File: src/design/lcdb_pkg.sv
package lcdb_pkg;

    // request command codes
    typedef enum logic [1:0] {
        CMD_TICK  = 2'd0,
        CMD_WRITE = 2'd1,
        CMD_READ  = 2'd2,
        CMD_CTRL  = 2'd3
    } lcdb_cmd_t;

    // kind of transaction in progress
    typedef enum logic [1:0] {
        KIND_IDLE  = 2'd0,
        KIND_WRITE = 2'd1,
        KIND_READ  = 2'd2,
        KIND_CTRL  = 2'd3
    } lcdb_kind_t;

    localparam logic [7:0] PHASE_TICKS_RESET = 8'd10;
    localparam int         QUEUE_DEPTH_DEFAULT = 2;

    // frame lengths in phases: 3 lead-in, bit phases, 1 trailer
    localparam logic [4:0] PHASES_WRITE = 5'd30;
    localparam logic [4:0] PHASES_READ  = 5'd30;
    localparam logic [4:0] PHASES_CTRL  = 5'd28;

    // bits shifted out for each kind
    localparam logic [3:0] BITS_WRITE = 4'd13;
    localparam logic [3:0] BITS_READ  = 4'd9;
    localparam logic [3:0] BITS_CTRL  = 4'd12;

    // frame ids, left aligned in the shift word
    localparam logic [2:0] ID_WRITE = 3'b101;
    localparam logic [2:0] ID_READ  = 3'b110;
    localparam logic [2:0] ID_CTRL  = 3'b100;

    // decoded beat handed from the front to the back
    typedef struct packed {
        lcdb_cmd_t   cmd;
        logic [15:0] shift;
        logic [3:0]  bits;
        logic        pin;
    } lcdb_item_t;

endpackage

File: src/design/lcdb_if.sv
interface lcdb_req_if;
    logic       valid;
    logic       ready;
    logic [1:0] command;
    logic [5:0] address;
    logic [7:0] payload;
    logic       data_pin_in;

    modport source (output valid, command, address, payload, data_pin_in, input ready);
    modport sink (input valid, command, address, payload, data_pin_in, output ready);
endinterface

interface lcdb_rsp_if;
    logic       valid;
    logic       ready;
    logic       chip_select;
    logic       write_strobe;
    logic       read_strobe;
    logic       data_out;
    logic       data_drive;
    logic       busy_res;
    logic       done_res;
    logic [3:0] read_data;
    logic       read_valid;
    logic       rejected;

    modport source (
        output valid, chip_select, write_strobe, read_strobe, data_out, data_drive,
               busy_res, done_res, read_data, read_valid, rejected,
        input  ready
    );
    modport sink (
        input  valid, chip_select, write_strobe, read_strobe, data_out, data_drive,
               busy_res, done_res, read_data, read_valid, rejected,
        output ready
    );
endinterface

File: src/design/lcdb_front.sv
module lcdb_front (
    lcdb_req_if.sink           req,
    output logic               push_valid,
    input  logic               push_ready,
    output lcdb_pkg::lcdb_item_t push_item
);
    import lcdb_pkg::*;

    // pass handshake through to the queue
    assign push_valid = req.valid;
    assign req.ready  = push_ready;

    // build the serial frame word for each request kind
    always_comb
    begin
        push_item.cmd   = lcdb_cmd_t'(req.command);
        push_item.pin   = req.data_pin_in;
        push_item.shift = '0;
        push_item.bits  = '0;
        case (lcdb_cmd_t'(req.command))
            CMD_WRITE:
            begin
                push_item.shift = {ID_WRITE, req.address, req.payload[3:0], 3'b000};
                push_item.bits  = BITS_WRITE;
            end
            CMD_READ:
            begin
                push_item.shift = {ID_READ, req.address, 7'b0000000};
                push_item.bits  = BITS_READ;
            end
            CMD_CTRL:
            begin
                push_item.shift = {ID_CTRL, req.payload, 5'b00000};
                push_item.bits  = BITS_CTRL;
            end
            default:
            begin
                push_item.shift = '0;
                push_item.bits  = '0;
            end
        endcase
    end
endmodule

File: src/design/lcdb_fifo.sv
module lcdb_fifo #(
    parameter int DEPTH = lcdb_pkg::QUEUE_DEPTH_DEFAULT
) (
    input  logic                 clk,
    input  logic                 rst_n,
    input  logic                 push_valid,
    output logic                 push_ready,
    input  lcdb_pkg::lcdb_item_t push_item,
    output logic                 pop_valid,
    input  logic                 pop_ready,
    output lcdb_pkg::lcdb_item_t pop_item
);
    import lcdb_pkg::*;

    localparam int AW = (DEPTH > 1) ? $clog2(DEPTH) : 1;
    localparam int CW = $clog2(DEPTH + 1);

    lcdb_item_t     mem [DEPTH];
    logic [AW-1:0]  wr_ptr_reg, wr_ptr_next;
    logic [AW-1:0]  rd_ptr_reg, rd_ptr_next;
    logic [CW-1:0]  count_reg, count_next;
    logic           do_push, do_pop;

    assign push_ready = (count_reg != CW'(DEPTH));
    assign pop_valid  = (count_reg != '0);
    assign pop_item   = mem[rd_ptr_reg];
    assign do_push    = push_valid && push_ready;
    assign do_pop     = pop_valid && pop_ready;

    // pointer and fill count update
    always_comb
    begin
        wr_ptr_next = wr_ptr_reg;
        rd_ptr_next = rd_ptr_reg;
        count_next  = count_reg;
        if (do_push)
        begin
            wr_ptr_next = (wr_ptr_reg == AW'(DEPTH - 1)) ? '0 : wr_ptr_reg + 1'b1;
        end
        if (do_pop)
        begin
            rd_ptr_next = (rd_ptr_reg == AW'(DEPTH - 1)) ? '0 : rd_ptr_reg + 1'b1;
        end
        if (do_push && !do_pop)
        begin
            count_next = count_reg + 1'b1;
        end
        else if (do_pop && !do_push)
        begin
            count_next = count_reg - 1'b1;
        end
    end

    always_ff @(posedge clk or negedge rst_n)
    begin
        if (!rst_n)
        begin
            wr_ptr_reg <= '0;
            rd_ptr_reg <= '0;
            count_reg  <= '0;
        end
        else
        begin
            wr_ptr_reg <= wr_ptr_next;
            rd_ptr_reg <= rd_ptr_next;
            count_reg  <= count_next;
        end
    end

    // storage
    always_ff @(posedge clk)
    begin
        if (do_push)
        begin
            mem[wr_ptr_reg] <= push_item;
        end
    end
endmodule

File: src/design/lcdb_back.sv
module lcdb_back (
    input  logic                 clk,
    input  logic                 rst_n,
    input  logic                 cfg_we,
    input  logic [7:0]           cfg_wdata,
    input  logic                 pop_valid,
    output logic                 pop_ready,
    input  lcdb_pkg::lcdb_item_t pop_item,
    lcdb_rsp_if.source           rsp
);
    import lcdb_pkg::*;

    logic [7:0]  phase_ticks_reg;
    lcdb_kind_t  kind_reg, kind_next;
    logic [4:0]  phase_reg, phase_next;
    logic [7:0]  tick_reg, tick_next;
    logic [15:0] shift_reg, shift_next;
    logic [3:0]  bits_reg, bits_next;
    logic [3:0]  acc_reg, acc_next;

    logic        out_valid_reg;
    logic        cs_reg, wr_reg, rd_reg, dout_reg, drive_reg;
    logic        busy_reg, done_reg, rvalid_reg, rej_reg;
    logic [3:0]  rdata_reg;

    lcdb_kind_t  kind_cur;
    logic [4:0]  p, total;
    logic [7:0]  t, limit;
    logic [8:0]  t_inc;
    logic [15:0] sh;
    logic [3:0]  bl, acc;
    logic        fire, last, send_ph, phase_end;
    logic        cs, wr, rd, dout, drive, busy, done, rvalid, rej;
    logic [3:0]  rdata;

    // take the next beat whenever the output slot frees up
    assign fire      = pop_valid && (!out_valid_reg || rsp.ready);
    assign pop_ready = !out_valid_reg || rsp.ready;
    assign limit     = (phase_ticks_reg == '0) ? 8'd1 : phase_ticks_reg;

    // start handling and pin levels for this tick
    always_comb
    begin
        kind_cur = kind_reg;
        p        = phase_reg;
        t        = tick_reg;
        sh       = shift_reg;
        bl       = bits_reg;
        acc      = acc_reg;
        rej      = 1'b0;
        if (pop_item.cmd != CMD_TICK)
        begin
            if (kind_reg != KIND_IDLE)
            begin
                rej = 1'b1;
            end
            else
            begin
                kind_cur = lcdb_kind_t'(pop_item.cmd);
                p        = '0;
                t        = '0;
                acc      = '0;
                sh       = pop_item.shift;
                bl       = pop_item.bits;
            end
        end

        case (kind_cur)
            KIND_WRITE: total = PHASES_WRITE;
            KIND_READ:  total = PHASES_READ;
            default:    total = PHASES_CTRL;
        endcase
        last = (p == total - 5'd1);

        cs        = 1'b1;
        wr        = 1'b1;
        rd        = 1'b1;
        dout      = 1'b1;
        drive     = 1'b1;
        busy      = 1'b0;
        done      = 1'b0;
        rdata     = '0;
        rvalid    = 1'b0;
        send_ph   = 1'b0;
        t_inc     = {1'b0, t} + 9'd1;
        phase_end = (t_inc >= {1'b0, limit});

        kind_next  = kind_cur;
        phase_next = p;
        tick_next  = t;
        shift_next = sh;
        bits_next  = bl;

        if (kind_cur != KIND_IDLE)
        begin
            busy = 1'b1;
            if (p == 5'd2)
            begin
                cs = 1'b0;
            end
            else if (p >= 5'd3 && !last)
            begin
                cs = 1'b0;
                if (bl != '0)
                begin
                    send_ph = 1'b1;
                    dout    = sh[15];
                    wr      = ~p[0];
                end
                else
                begin
                    drive = 1'b0;
                    dout  = 1'b0;
                    rd    = ~p[0];
                    if (rd && t == '0)
                    begin
                        acc = {acc[2:0], pop_item.pin};
                    end
                end
            end

            // phase timing
            tick_next = t_inc[7:0];
            if (phase_end)
            begin
                tick_next = '0;
                if (send_ph && !p[0])
                begin
                    shift_next = {sh[14:0], 1'b0};
                    bits_next  = bl - 4'd1;
                end
                phase_next = p + 5'd1;
                if (last)
                begin
                    done = 1'b1;
                    if (kind_cur == KIND_READ)
                    begin
                        rdata  = acc;
                        rvalid = 1'b1;
                    end
                    kind_next  = KIND_IDLE;
                    phase_next = '0;
                    bits_next  = '0;
                    shift_next = '0;
                end
            end
        end
        acc_next = acc;
    end

    // bus state and configuration
    always_ff @(posedge clk or negedge rst_n)
    begin
        if (!rst_n)
        begin
            phase_ticks_reg <= PHASE_TICKS_RESET;
            kind_reg        <= KIND_IDLE;
            phase_reg       <= '0;
            tick_reg        <= '0;
            shift_reg       <= '0;
            bits_reg        <= '0;
            acc_reg         <= '0;
            out_valid_reg   <= 1'b0;
        end
        else
        begin
            if (cfg_we)
            begin
                phase_ticks_reg <= cfg_wdata;
            end
            if (fire)
            begin
                kind_reg      <= kind_next;
                phase_reg     <= phase_next;
                tick_reg      <= tick_next;
                shift_reg     <= shift_next;
                bits_reg      <= bits_next;
                acc_reg       <= acc_next;
                out_valid_reg <= 1'b1;
            end
            else if (rsp.ready)
            begin
                out_valid_reg <= 1'b0;
            end
        end
    end

    // output beat register
    always_ff @(posedge clk)
    begin
        if (fire)
        begin
            cs_reg     <= cs;
            wr_reg     <= wr;
            rd_reg     <= rd;
            dout_reg   <= dout;
            drive_reg  <= drive;
            busy_reg   <= busy;
            done_reg   <= done;
            rdata_reg  <= rdata;
            rvalid_reg <= rvalid;
            rej_reg    <= rej;
        end
    end

    assign rsp.valid        = out_valid_reg;
    assign rsp.chip_select  = cs_reg;
    assign rsp.write_strobe = wr_reg;
    assign rsp.read_strobe  = rd_reg;
    assign rsp.data_out     = dout_reg;
    assign rsp.data_drive   = drive_reg;
    assign rsp.busy_res     = busy_reg;
    assign rsp.done_res     = done_reg;
    assign rsp.read_data    = rdata_reg;
    assign rsp.read_valid   = rvalid_reg;
    assign rsp.rejected     = rej_reg;
endmodule

File: src/design/three_wire_lcd_bus_master.sv
// channel   dir   handshake      payload
// req       in    valid/ready    command, address, payload, data_pin_in
// rsp       out   valid/ready    pin levels, busy/done, read nibble, reject flag
// cfg       in    cfg_we         cfg_wdata -> phase_ticks
//
// one beat in per cycle, one beat out per cycle while neither side stalls; a beat is
// stored in the request queue, then the bus state update and the output register load
// on the same edge; its result is held back further while rsp is stalled
// req stalls only when the queue is full; the queue fills while rsp.ready is low
// reset clears the queue, the bus state and sets phase_ticks to 10
module three_wire_lcd_bus_master #(
    parameter int QUEUE_DEPTH = lcdb_pkg::QUEUE_DEPTH_DEFAULT
) (
    input  logic       clk,
    input  logic       rst_n,
    input  logic       cfg_we,
    input  logic [7:0] cfg_wdata,
    lcdb_req_if.sink   req,
    lcdb_rsp_if.source rsp
);
    import lcdb_pkg::*;

    logic       push_valid, push_ready;
    logic       pop_valid, pop_ready;
    lcdb_item_t push_item, pop_item;

    // decode requests
    lcdb_front u_front (
        .req        (req),
        .push_valid (push_valid),
        .push_ready (push_ready),
        .push_item  (push_item)
    );

    // decoupling queue
    lcdb_fifo #(
        .DEPTH (QUEUE_DEPTH)
    ) u_fifo (
        .clk        (clk),
        .rst_n      (rst_n),
        .push_valid (push_valid),
        .push_ready (push_ready),
        .push_item  (push_item),
        .pop_valid  (pop_valid),
        .pop_ready  (pop_ready),
        .pop_item   (pop_item)
    );

    // bus sequencer
    lcdb_back u_back (
        .clk       (clk),
        .rst_n     (rst_n),
        .cfg_we    (cfg_we),
        .cfg_wdata (cfg_wdata),
        .pop_valid (pop_valid),
        .pop_ready (pop_ready),
        .pop_item  (pop_item),
        .rsp       (rsp)
    );
endmodule

File: src/flat_wrapper.sv
// flat-port wrapper written by rule: the top's interface ports become plain ports
module three_wire_lcd_bus_master_flat import lcdb_pkg::*;
#(
    parameter int QUEUE_DEPTH = lcdb_pkg::QUEUE_DEPTH_DEFAULT
)
  (clk, rst_n, cfg_we, cfg_wdata, req_valid, req_command, req_address, req_payload, req_data_pin_in, req_ready, rsp_valid, rsp_chip_select, rsp_write_strobe, rsp_read_strobe, rsp_data_out, rsp_data_drive, rsp_busy_res, rsp_done_res, rsp_read_data, rsp_read_valid, rsp_rejected, rsp_ready);
  lcdb_req_if req_i ();
  lcdb_rsp_if rsp_i ();
  input  logic clk;
  input  logic rst_n;
  input  logic cfg_we;
  input  logic [7:0] cfg_wdata;
  input wire logic [$bits(req_i.valid)-1:0] req_valid;
  input wire logic [$bits(req_i.command)-1:0] req_command;
  input wire logic [$bits(req_i.address)-1:0] req_address;
  input wire logic [$bits(req_i.payload)-1:0] req_payload;
  input wire logic [$bits(req_i.data_pin_in)-1:0] req_data_pin_in;
  output wire logic [$bits(req_i.ready)-1:0] req_ready;
  output wire logic [$bits(rsp_i.valid)-1:0] rsp_valid;
  output wire logic [$bits(rsp_i.chip_select)-1:0] rsp_chip_select;
  output wire logic [$bits(rsp_i.write_strobe)-1:0] rsp_write_strobe;
  output wire logic [$bits(rsp_i.read_strobe)-1:0] rsp_read_strobe;
  output wire logic [$bits(rsp_i.data_out)-1:0] rsp_data_out;
  output wire logic [$bits(rsp_i.data_drive)-1:0] rsp_data_drive;
  output wire logic [$bits(rsp_i.busy_res)-1:0] rsp_busy_res;
  output wire logic [$bits(rsp_i.done_res)-1:0] rsp_done_res;
  output wire logic [$bits(rsp_i.read_data)-1:0] rsp_read_data;
  output wire logic [$bits(rsp_i.read_valid)-1:0] rsp_read_valid;
  output wire logic [$bits(rsp_i.rejected)-1:0] rsp_rejected;
  input wire logic [$bits(rsp_i.ready)-1:0] rsp_ready;
  assign req_i.valid = req_valid;
  assign req_i.command = req_command;
  assign req_i.address = req_address;
  assign req_i.payload = req_payload;
  assign req_i.data_pin_in = req_data_pin_in;
  assign req_ready = req_i.ready;
  assign rsp_valid = rsp_i.valid;
  assign rsp_chip_select = rsp_i.chip_select;
  assign rsp_write_strobe = rsp_i.write_strobe;
  assign rsp_read_strobe = rsp_i.read_strobe;
  assign rsp_data_out = rsp_i.data_out;
  assign rsp_data_drive = rsp_i.data_drive;
  assign rsp_busy_res = rsp_i.busy_res;
  assign rsp_done_res = rsp_i.done_res;
  assign rsp_read_data = rsp_i.read_data;
  assign rsp_read_valid = rsp_i.read_valid;
  assign rsp_rejected = rsp_i.rejected;
  assign rsp_i.ready = rsp_ready;
  three_wire_lcd_bus_master #(.QUEUE_DEPTH(QUEUE_DEPTH)) u_core (.clk(clk), .rst_n(rst_n), .cfg_we(cfg_we), .cfg_wdata(cfg_wdata), .req(req_i), .rsp(rsp_i));
endmodule
File: config.mk
export PLATFORM = sky130hd
export DESIGN_NAME = three_wire_lcd_bus_master_flat
export DESIGN_NICKNAME = d
export VERILOG_FILES = /design/src/design/lcdb_pkg.sv /design/src/design/lcdb_if.sv /design/src/design/lcdb_front.sv /design/src/design/lcdb_fifo.sv /design/src/design/lcdb_back.sv /design/src/design/three_wire_lcd_bus_master.sv /design/src/flat_wrapper.sv
export SDC_FILE = /design/constraint.sdc
export NUM_CORES = 1
export LEC_CHECK = 0
export ABC_CLOCK_PERIOD_IN_PS = 9000
export BUFFER_PORTS_ARGS = -buffer_cell sky130_fd_sc_hd__buf_2
export CAP_MARGIN = 25
export CORE_MARGIN = 3
export CORE_UTILIZATION = 65
export DETAILED_ROUTE_END_ITERATION = 10
export PLACE_DENSITY = 0.85
export SLEW_MARGIN = 20
export SYNTH_ARGS = -nofsm -noshare
export SYNTH_HDL_FRONTEND = slang
export SYNTH_HIERARCHICAL = 1
export SYNTH_SLANG_ARGS = --single-unit
File: constraint.sdc
create_clock -name clk -period 9 [get_ports clk]
set_clock_uncertainty 0.1 [all_clocks]
set_input_delay 2.7 -clock clk [delete_from_list [all_inputs] [get_ports clk]]
set_output_delay 2.7 -clock clk [all_outputs]
set_load 0.01 [all_outputs]
== Yosys cells after proc, flatten, opt, wreduce, memory -nomap -nowiden ==
Memory sizes are Yosys's and may differ from the RTL's.
Index checks and enable logic that the tools add are counted.

* Bits in registers: 65
* Memory bits (writable): 46
* Input port bits: 30
* Logic and storage cells: 128
* Memories kept: 1

* $add $sub $neg: 8
* Order comparisons: 2
* Eq/ne operators: 8
* Muxes and demuxes: 55
* Bitwise operators: 4
* Reductions and logical operators: 29

{| class="wikitable"
|+ Memories
! memory !! depth !! bits a word !! read ports !! clocked after memory_dff !! write ports !! RTL line !! text
|-
| u_core.u_fifo.mem || 2 || 23 || 1 || 0 || 1 || lcdb_fifo.sv:18 || <nowiki>lcdb_item_t mem [DEPTH];</nowiki>
|}

{| class="wikitable"
|+ Operators with widths
! operator !! number
|-
| two-way mux 16 bit || 6
|-
| one-hot mux 20 bit (3 select lines) || 1
|-
| two-way mux 4 bit || 13
|-
| two-way mux 8 bit || 5
|-
| two-way mux 5 bit || 5
|-
| two-way mux 1 bit || 17
|-
| zero test 8 bit || 2
|-
| two-way mux 2 bit || 8
|-
| nonzero test 2 bit || 6
|-
| adder 8 x 1 -> 9 bit (second input constant) || 1
|-
| >= comparator 9 x 8 -> 1 bit || 1
|-
| OR reduction 4 bit || 2
|-
| logical AND 1 bit || 7
|-
| == test 2 bit (second input constant) || 3
|-
| adder 5 x 1 -> 5 bit (second input constant) || 1
|-
| == test 5 x 2 -> 1 bit (second input constant) || 1
|-
| == test 5 bit || 1
|-
| >= comparator 5 x 2 -> 1 bit (second input constant) || 1
|-
| zero test 1 bit || 5
|-
| subtractor 5 x 1 -> 5 bit (second input constant) || 1
|-
| == test 2 x 1 -> 1 bit (second input constant) || 2
|-
| inverter 1 bit || 4
|-
| AND reduction 4 bit || 1
|-
| nonzero test 4 bit || 1
|-
| 10 further kinds || 11
|}

== Longest topological paths before layout ==
Gate-level depths: netlist of the first run.

* Word-level depth: 18
* Depth in mapped cells: 21
* Mapped depth without buffers: 15

== By module ==
The synthesis of the first run kept the hierarchy.

{| class="wikitable"
|+ By module, submodules not included
! module !! instances !! cells an instance !! area each (um^2) !! seq. area each (um^2)
|-
| lcdb_back || 1 || 362 || 3682.3 || 1594.0
|-
| lcdb_fifo || 1 || 90 || 1959.4 || 1481.4
|-
| lcdb_front || 1 || 48 || 324.1 || 0.0
|}

== Worst setup path after synthesis of the first run ==
Ideal clock, no wire load.

* Path kind: input port to flip-flop
* Start point: input rsp_ready
* End point: register u_core.u_back.tick_reg[0]
* Setup time: 121 ps
* Arrival: 4342 ps
* Data required time: 8779 ps
* Slack: 4437 ps
* Stages: 6
* Cell sequence: nand2b_1 nand2_1 inv_1 clkbuf_1 o21ai_0 a22o_2

* Cells in the longest elaborated chain, start to end: 2

{| class="wikitable"
|+ Ends and longest elaborated chain
! element !! RTL line !! text
|-
| start, declared || flat_wrapper.sv:30 || <nowiki>input wire logic [$bits(rsp_i.ready)-1:0] rsp_ready;</nowiki>
|-
| logical OR 1 bit || lcdb_back.sv:37 || <nowiki>assign fire = pop_valid && (!out_valid_reg || rsp.ready);</nowiki>
|-
| logical AND 1 bit || lcdb_back.sv:37 ||
|-
| named net u_core.u_back.fire || lcdb_back.sv:32 || <nowiki>logic fire, last, send_ph, phase_end;</nowiki>
|-
| end signal, assigned || lcdb_back.sv:175 || <nowiki>tick_reg <= tick_next;</nowiki>
|-
| end, declared || lcdb_back.sv:16 || <nowiki>logic [7:0] tick_reg, tick_next;</nowiki>
|}

The timed path passes the listed nets, and every way through them passes these cells.
A chain may end at the register's enable or synchronous reset.

==> impl_metrics.tcl, run 1 <==
set metrics [dict create \
    status "finished, final reports clean" \
    dpl.hpwl_um 7875 \
    post-cts-setup-buffers 0 \
    fp.coreArea_um2 8806 \
    largest_register_ffs 46 \
    grt_max_degree 53 \
    setup_ws_ns 4.336 \
    clkTransAtPathRegs_ns 0.10 \
    cts_resized 0 \
    ioPinCount 45 \
    wl_um 11110 \
    diodes 0 \
    die_y_um 101.8 \
    hold_viol 0 \
    yosysWarnings 6 \
    r2r_cells 14 \
    hold_depth 1 \
    synth_top_area_frac 0.2970 \
    ys_seq_elements 111 \
    crit_path_end_kind "flop" \
    dp_worst_setup_slack_ns 3.971 \
    die_w_um 101.8 \
    yosys.area.top_type "edfxtp_1" \
    fin_area_um2 6330 \
    dieArea_um2 10360 \
    startpoint_type "flop" \
    synthArstFlopShare 0.4685 \
    period_share 0.5182 \
    crit_required_ns 9.16 \
    grt_overflow 0 \
    synth_area_um2 5966 \
    power_density_nw_per_um2 315.2 \
    postRouteAntennaNets 0 \
    synthFlopType "edfxtp_1" \
    worstMarginPinSlew_ns 0.7824 \
    drtPass1Iterations 5 \
    clock-root-buffer "clkbuf_8" \
    dpl_cell_area_um2 6130 \
    gp_congestion 0.8845 \
    numClockSinks 111 \
    cts_tree "built" \
    ir_worst_vdd_mv 0.1300 \
    initial_core_util 0.6775 \
    syn2layout_area_growth_pct 6.103 \
    slew_viol_final 0 \
    cap_violations 0 \
    timing.hold.worst.class "flop to flop" \
    layout-drive-gt1-share 0.2593 \
    rsz0062_at_grt "false" \
    maxSlewHeadroom 0.4772 \
    setup_tns_ns 0 \
    holdBufCountCts 0 \
    rows 34 \
    finalNonFillerCells 644 \
    synthTopCellsByArea "edfxtp_1 30%, dfrtp_1 21%, mux2_4 5.0%" \
    post-route-util 0.7188 \
    synth_edf_count 59 \
    synth_most_common_cell "edfxtp_1" \
    cp.arrival_ns 4.83 \
    syn_inst 500 \
    place.port_buffers 44 \
    ys_types 75 \
    synth_top_cells_by_count "59 x edfxtp_1, 50 x dfrtp_1, 42 x nand2_1" \
    placed_cells 627 \
    drtIter0Drc 229 \
    cts_buffers 9 \
    vias 3973 \
    yosysSeqAreaShare 0.5155 \
    clock_path_buffers 2 \
    syn_avg_cell_area_um2 11.93 \
    drcViolationCount 0 \
    wl_per_cell_um 17.24 \
    grt_pass1_vias 3859 \
    htree_num_levels 3 \
    fin_crit_ns 4.664 \
    nets 584 \
    num-fill-cells 608 \
    setup_violations 0 \
    fmax_mhz 214.4 \
    crit_fanout 24 \
    drt-vias-per-instance 6.169 \
    grt.total_usage 0.2270 \
    worstSetupPathType "flop to flop" \
    clock_latency_ns 0.38 \
    grt_pass1_wl_um 18420 \
    antenna_found_initial 0 \
    cellLeakagePower_nw 2.566 \
]
==> worst max-delay path: stages (launching register included) <==
cell,delay [ns]
dfrtp_1,0.72
mux2_4,0.38
or2_1,0.33
nand2_2,0.42
and2_2,0.25
inv_1,0.05
ha_1,0.32
ha_1,0.21
a21o_1,0.15
a31oi_1,0.16
o21ai_1,0.14
a21o_2,0.30
nand2_4,0.15
nand3_1,0.43
o221a_2,0.45
==> power breakdown <==
group	switching, mW	leakage, nW	internal (mW)	total [mW]
registers	0.110	1.17	0.705	0.816
logic	0.503	1.30	0.392	0.895
clock network	0.176	0.0957	0.108	0.285
total	0.789	2.57	1.21	1.99
==> path summary, 6_finish.rpt <==
kind | to | from | slack, ns
worst max-delay path | u_core/u_back/shift_reg[5] | u_core/u_fifo/rd_ptr_reg | 4.34
worst min-delay path | u_core/u_fifo/count_reg[1] | u_core/u_fifo/count_reg[1] | 0.39
worst max register to register | u_core/u_back/shift_reg[5] | u_core/u_fifo/rd_ptr_reg | 4.34
worst min register to register | u_core/u_fifo/count_reg[1] | u_core/u_fifo/count_reg[1] | 0.39
max in group asynchronous | u_core/u_back/acc_reg[2] | rst_n | 6.01
min in group asynchronous | u_core/u_back/phase_reg[3] | rst_n | 2.32
==> layer usage <==
layer / part of all wire / wire (µm) / GRT usage / up-vias
li1: - / - / - / 1896
met1: 0.44 / 4834 / 0.2938 / 1932
met2: 0.50 / 5497 / 0.3808 / 126
met3: 0.053 / 593 / 0.04545 / 19
met4: 0.016 / 180 / 0.08282 / 0
met5: 0 / 0 / 0 / -
==> cell type report <==
cell class	instances	area [µm²]	area share
Sequential cell	111	3075	0.4859
Multi-Input combinational cell	338	2579	0.4074
Timing Repair Buffer	50	276.5	0.04368
Tap cell	108	135.1	0.02135
Clock buffer	10	127.6	0.02016
Inverter	21	78.83	0.01245
Clock inverter	6	57.56	0.009093
==> kinds of logic (layout without fill, tap and decap cells) <==
kind of cell,Yosys count,after routing,share of synthesized area
buffers and inverters,54,87,0.05453
flip-flops,111,111,0.5155
AO/OA/AOI/OAI,128,128,0.1539
AND/OR/NAND/NOR,124,124,0.1126
multiplexers,48,48,0.09836
other,1,4,0.0006286
adder cells (fa/ha/maj),23,23,0.04824
XOR/XNOR,11,11,0.01615
==> through the flow <==
| step | total power [mW] | hold WS, ns |
|---|---|---|
| after floorplan | 1.534 | 0.3435 |
| after global placement | 1.661 | 0.3585 |
| after detailed placement | 1.710 | 0.3778 |
| after CTS | 1.994 | 0.3947 |
| after global routing | 2.130 | 0.4251 |
| final | 1.995 | 0.3893 |
==> layout by cell type, fill, tap and decap left out, drive strengths merged, types with 3 or more instances in the layout <==
master / count
ha: 23
inv: 26
a22oi: 3
clkbuf: 10
xor2: 7
o21ai: 50
buf: 50
nand4: 4
a21oi: 19
nand3: 11
mux2: 25
nand2: 46
conb: 4
o221a: 14
a22o: 12
xnor2: 4
or2: 4
mux2i: 23
nor2: 27
and3: 5
o31ai: 7
o22ai: 3
nand2b: 7
dfrtp: 50
edfxtp: 59
nor3: 7
and2: 5
Power figures use the tool's default switching activity.
==> inputs of run 2 (changes only) <==
- ABC_CLOCK_PERIOD_IN_PS: 9000 -> 3800
- CORE_UTILIZATION: 65 -> 55
- PLACE_DENSITY: 0.85 -> 0.77
- clock period: 9 -> 3.8 ns (I/O delays scaled with it)
==> run 2 against run 1 <==
  * Register-to-register slack lost 4.2 ns
  * Maximum frequency increased by 28%
  * Combinational power rose by 150%
  * Clock-buffer cell count unchanged
  * First-iteration DRC count up 37%
  * Power is 150% higher
  * Sequential cell count is the same
  * Final cell count grew 5.3%
  * Via count rose by 0.58%
  * Largest cell class unchanged
==> impl_metrics.tcl, run 2 (synthesis results as in run 1) <==
set metrics [dict create \
    wl_um 11450 \
    dpl.hpwl_um 8218 \
    dieArea_um2 12130 \
    clock_power_share 0.160 \
    worstSetupPathType "flop to flop" \
    largest_register_ffs 46 \
    fp.coreArea_um2 10420 \
    period_share 0.9570 \
    drcViolationCount 0 \
    p_seq_frac 0.388 \
    layout-drive-gt1-share 0.2749 \
    rsz0062_at_grt "false" \
    rows 37 \
    crit_path_end_kind "flop" \
    grt_pass1_vias 3835 \
    grt.total_usage 0.2009 \
    clock_latency_ns 0.39 \
    cellLeakagePower_nw 2.616 \
    path_cells "mux2_4, or2_4, nand2_4, nand4_1, xor2_1, nor2_1, ha_1, a211o_1, a21oi_1, o21ai_1, a311o_2, nor2_1, nand2_1, o31a_1, o22ai_1" \
    path_buf_inv 0 \
    setup_tns_ns 0 \
    p_comb_frac 0.452 \
    drtPass1Iterations 5 \
    worst_path_max_delay_cell "a311o_2" \
    final_common_cell "edfxtp_1" \
    p_int_mw 3.032 \
    grt_pass1_wl_um 18660 \
    syn2layout_area_growth_pct 8.389 \
    maxSlewHeadroom 0.5575 \
    gp_congestion 0.9137 \
    htree_num_levels 3 \
    postRouteAntennaNets 0 \
    post-cts-setup-buffers 0 \
    slew_viol_final 0 \
    setup_ws_ns 0.1634 \
    grt_max_degree 31 \
    critical_path.top_delay_family "compound AO/OA/AOI/OAI gates" \
    cap_violations 0 \
    setup_violations 0 \
    ir_worst_vdd_mv 0.3644 \
    die_y_um 110.1 \
    fmax_mhz 275.0 \
    power_switching_mw 1.887 \
    crit_fanout 10 \
    cp.arrival_ns 3.84 \
    grt_overflow 0 \
    ioPinCount 45 \
    place.port_buffers 44 \
    wl_per_cell_um 16.88 \
    nets 590 \
    power_density_nw_per_um2 760.7 \
    layout_common_cells "59 x edfxtp_1, 50 x dfrtp_1, 44 x buf_2, 42 x nand2_1, 30 x o21ai_0" \
    dp_worst_setup_slack_ns 0.02441 \
    crit_required_ns 4.01 \
    die_w_um 110.1 \
    numClockSinks 111 \
    clkTransAtPathRegs_ns 0.11 \
    cpMostUsedCell "nor2_1" \
    initial_core_util 0.5727 \
    drt-vias-per-instance 5.894 \
    clock_path_buffers 2 \
    drtIter0Drc 313 \
    clock-root-buffer "clkbuf_8" \
    crit_path_max_incr_delay_ns 0.48 \
    worstMarginPinSlew_ns 0.6567 \
    cts_buffers 9 \
    sw_frac_of_total 0.3837 \
    finalNonFillerCells 678 \
    startpoint_type "flop" \
    cts_resized 1 \
    holdBufCountCts 0 \
    cts_tree "built" \
    status "finished, final reports clean" \
    diodes 0 \
    hold_viol 0 \
    antenna_found_initial 0 \
    vias 3996 \
    timing.hold.worst.class "flop to flop" \
    fin_crit_ns 3.637 \
    placed_cells 662 \
    post-route-util 0.6208 \
]
-- run 2: worst reg2reg max path, delay by kind of cell (launching register included) --
kind / cells / cell delay [ns]
AOI/OAI and AO/OA: 6 / 1.39
DFF: 1 / 0.43
adders and majority gates: 1 / 0.21
muxes: 1 / 0.32
and+or+nand+nor: 6 / 0.91
xor gates and xnor gates: 1 / 0.18
-- run 2: power by group through the flow --
stage	Clock [mW]	Combinational (mW)	Sequential [mW]
6_report	0.789	2.22	1.91
5_1_grt	0.864	2.43	1.95
4_1_cts	0.811	2.22	1.91
3_5_place_dp	0	2.22	1.93
3_3_place_gp	0	2.14	1.91
2_1_floorplan	0	1.80	1.88
-- run 2: stage by stage --
stage          hold WS (ns)  total power [mW]  cell area (µm²)
6_report             0.4156             4.919             6466
5_1_grt              0.4332             5.246             6466
4_1_cts              0.4068             4.938             6466
3_5_place_dp         0.3805             4.142             6236
3_3_place_gp         0.3603             4.049             6236
2_1_floorplan        0.3435             3.682             6018
-- run 2: path summary, 6_finish.rpt --
check,from,endpoint,slack (ns),depth (start not counted)
worst max-delay path,u_core/u_fifo/rd_ptr_reg,u_core/u_back/tick_reg[3],0.16,15
worst min-delay path,u_core/u_fifo/count_reg[1],u_core/u_fifo/count_reg[1],0.42,1
worst max register to register,u_core/u_fifo/rd_ptr_reg,u_core/u_back/tick_reg[3],0.16,15
worst min register to register,u_core/u_fifo/count_reg[1],u_core/u_fifo/count_reg[1],0.42,1
max in group asynchronous,rst_n,u_core/u_back/phase_ticks_reg[3],2.15,2
min in group asynchronous,rst_n,u_core/u_back/bits_reg[1],0.61,1
-- run 2: area by class of cell --
cell class                 count  area (µm²)
inverter                      21       78.83
multi-input combinational    338        2606
sequential                   111        3075
timing repair buffer          56       310.3
tap                          136       170.2
clock inverter                 6       97.59
fill                         841        3950
clock buffer                  10       127.6
-- run 2: routing by layer --
layer,GRT usage,part of all wire
met5,0,0
met4,0.07476,0.023
met3,0.05416,0.057
met2,0.3219,0.48
met1,0.2629,0.44
==> inputs of run 3 (changes only) <==
- MAX_ROUTING_LAYER: not set -> met4
==> run 3 against run 2 <==
  * Utilization shrank 0.25 points
  * Non-clock buffer count grew 1
  * Hold slack lost 0.021 ns
  * Worst setup slack better by 0.030 ns
  * Power shrank 1.5%
  * Sequential power is essentially flat
  * Critical path type unchanged
==> impl_metrics.tcl, run 3 (synthesis results as in run 1) <==
set metrics [dict create \
    worstSetupPathType "flop to flop" \
    nets 591 \
    fin_crit_ns 3.607 \
    setup_violations 0 \
    gp_congestion 0.9346 \
    period_share 0.9491 \
    p_seq_frac 0.395 \
    ioPinCount 45 \
    layout_common_cells "59 x edfxtp_1, 50 x dfrtp_1, 44 x buf_2, 42 x nand2_1, 30 x o21ai_0" \
    cts_buffers 9 \
    initial_core_util 0.5727 \
    die_y_um 110.1 \
    sw_frac_of_total 0.3885 \
    diodes 0 \
    p_comb_frac 0.460 \
    vias 4002 \
    drtIter0Drc 296 \
    grt_max_degree 32 \
    ir_worst_vdd_mv 0.4436 \
    clock_latency_ns 0.39 \
    fp.coreArea_um2 10420 \
    place.port_buffers 44 \
    syn2layout_area_growth_pct 7.949 \
    largest_register_ffs 46 \
    setup_tns_ns 0 \
    hold_viol 0 \
    finalNonFillerCells 679 \
    sequential_cell_area_um2 3075 \
    dieArea_um2 12130 \
    postRouteAntennaNets 0 \
    layout-drive-gt1-share 0.2726 \
    critical_path.top_delay_family "simple AND/OR/NAND/NOR gates" \
    clock-root-buffer "clkbuf_8" \
    timing.hold.worst.class "flop to flop" \
    fin_area_um2 6440 \
    grt_overflow 0 \
    slew_viol_final 0 \
    crit_path_max_incr_delay_ns 0.43 \
    drt-vias-per-instance 5.894 \
    rsz0062_at_grt "false" \
    maxSlewHeadroom 0.5102 \
    path_buf_inv 0 \
    holdBufCountCts 0 \
    final_common_cell "edfxtp_1" \
    die_w_um 110.1 \
    grt_pass1_wl_um 18500 \
    p_int_mw 2.963 \
    crit_path_end_kind "flop" \
    crit_required_ns 3.99 \
    status "finished, final reports clean" \
    dpl_cell_area_um2 6243 \
    cp.arrival_ns 3.80 \
    crit_fanout 14 \
    multi_input_area_um2 2606 \
    cts_tree "built" \
    power_switching_mw 1.882 \
    cpMostUsedCell "nand2_4" \
    drtPass1Iterations 6 \
    cellLeakagePower_nw 2.604 \
    placed_cells 663 \
    clkTransAtPathRegs_ns 0.11 \
    drcViolationCount 0 \
    numClockSinks 111 \
    clock_path_buffers 2 \
    grt.total_usage 0.2085 \
    worst_path_max_delay_cell "dfrtp_1" \
    worstMarginPinSlew_ns 0.7270 \
    rows 37 \
    startpoint_type "flop" \
    wl_per_cell_um 17.01 \
    path_cells "mux2_4, or2_4, nand2_4, nand3_1, xor2_1, ha_1, o21ai_0, nand2b_1, and3_1, a21o_2, nand2_4, nand3_2, o221a_2" \
    power_density_nw_per_um2 752.3 \
    clock_power_share 0.145 \
    grt_pass1_vias 3841 \
    dpl.hpwl_um 8263 \
    fmax_mhz 277.3 \
    num-fill-cells 860 \
    wl_um 11550 \
    cap_violations 0 \
    post-cts-setup-buffers 0 \
    antenna_found_initial 0 \
    htree_num_levels 3 \
]
[run 3: final cells by class]
type / instances / area share
sequential: 111 / 0.4776
multi-input combinational: 338 / 0.4047
timing repair buffer: 57 / 0.04935
tap: 136 / 0.02642
clock buffer: 10 / 0.01982
inverter: 21 / 0.01224
clock inverter: 6 / 0.009909
[run 3: layer usage]
metal,track usage,wire length [µm]
met5,-,0
met4,0.08531,259
met3,0.05999,806
met2,0.3341,5666
met1,0.2490,4818
[run 3: per-stage QoR]
step / hold slack, ns / setup WS [ns] / util / power (mW)
3_3_place_gp: 0.3580 / 0.1397 / 0.5994 / 4.051
5_1_grt: 0.4333 / 0.01712 / 0.6183 / 5.180
3_5_place_dp: 0.3747 / 0.04051 / 0.5994 / 4.156
4_1_cts: 0.3969 / 0.02403 / 0.6178 / 4.860
6_report: 0.3947 / 0.1933 / 0.6183 / 4.845
2_1_floorplan: 0.3435 / 0.003738 / - / 3.682
[run 3: path summary, 6_finish.rpt]
kind / startpoint / to / slack [ns] / depth (start not counted)
max: u_core/u_fifo/rd_ptr_reg / u_core/u_back/shift_reg[13] / 0.19 / 13
min in group asynchronous: rst_n / u_core/u_back/acc_reg[1] / 0.62 / 1
min: u_core/u_back/shift_reg[0] / u_core/u_back/shift_reg[0] / 0.39 / 2
min reg2reg: u_core/u_back/shift_reg[0] / u_core/u_back/shift_reg[0] / 0.39 / 2
max reg2reg: u_core/u_fifo/rd_ptr_reg / u_core/u_back/shift_reg[13] / 0.19 / 13
max in group asynchronous: rst_n / u_core/u_back/phase_ticks_reg[3] / 2.13 / 2
[run 3: power by group through the flow]
| stage | registers, mW | logic, mW | clock network, mW |
|---|---|---|---|
| global route | 1.95 | 2.45 | 0.779 |
| floorplan | 1.88 | 1.80 | 0 |
| CTS | 1.91 | 2.23 | 0.723 |
| finish | 1.91 | 2.23 | 0.703 |
| global placement | 1.92 | 2.14 | 0 |
| detailed placement | 1.93 | 2.23 | 0 |
[run 3: worst reg2reg max path, stage by stage, from the launching register on]
cell	delay, ns
dfrtp_1	0.43
mux2_4	0.33
or2_4	0.29
nand2_4	0.15
nand3_1	0.16
xor2_1	0.21
ha_1	0.29
o21ai_0	0.17
nand2b_1	0.09
and3_1	0.20
a21o_2	0.28
nand2_4	0.15
nand3_2	0.28
o221a_2	0.39
[run 3: timing repair]
item / 4_1_cts / 5_1_grt
endpoints found under the hold margin: 0 / 0
setup endpoints to repair: 0 / 19
gates resized for setup: 0 / 1
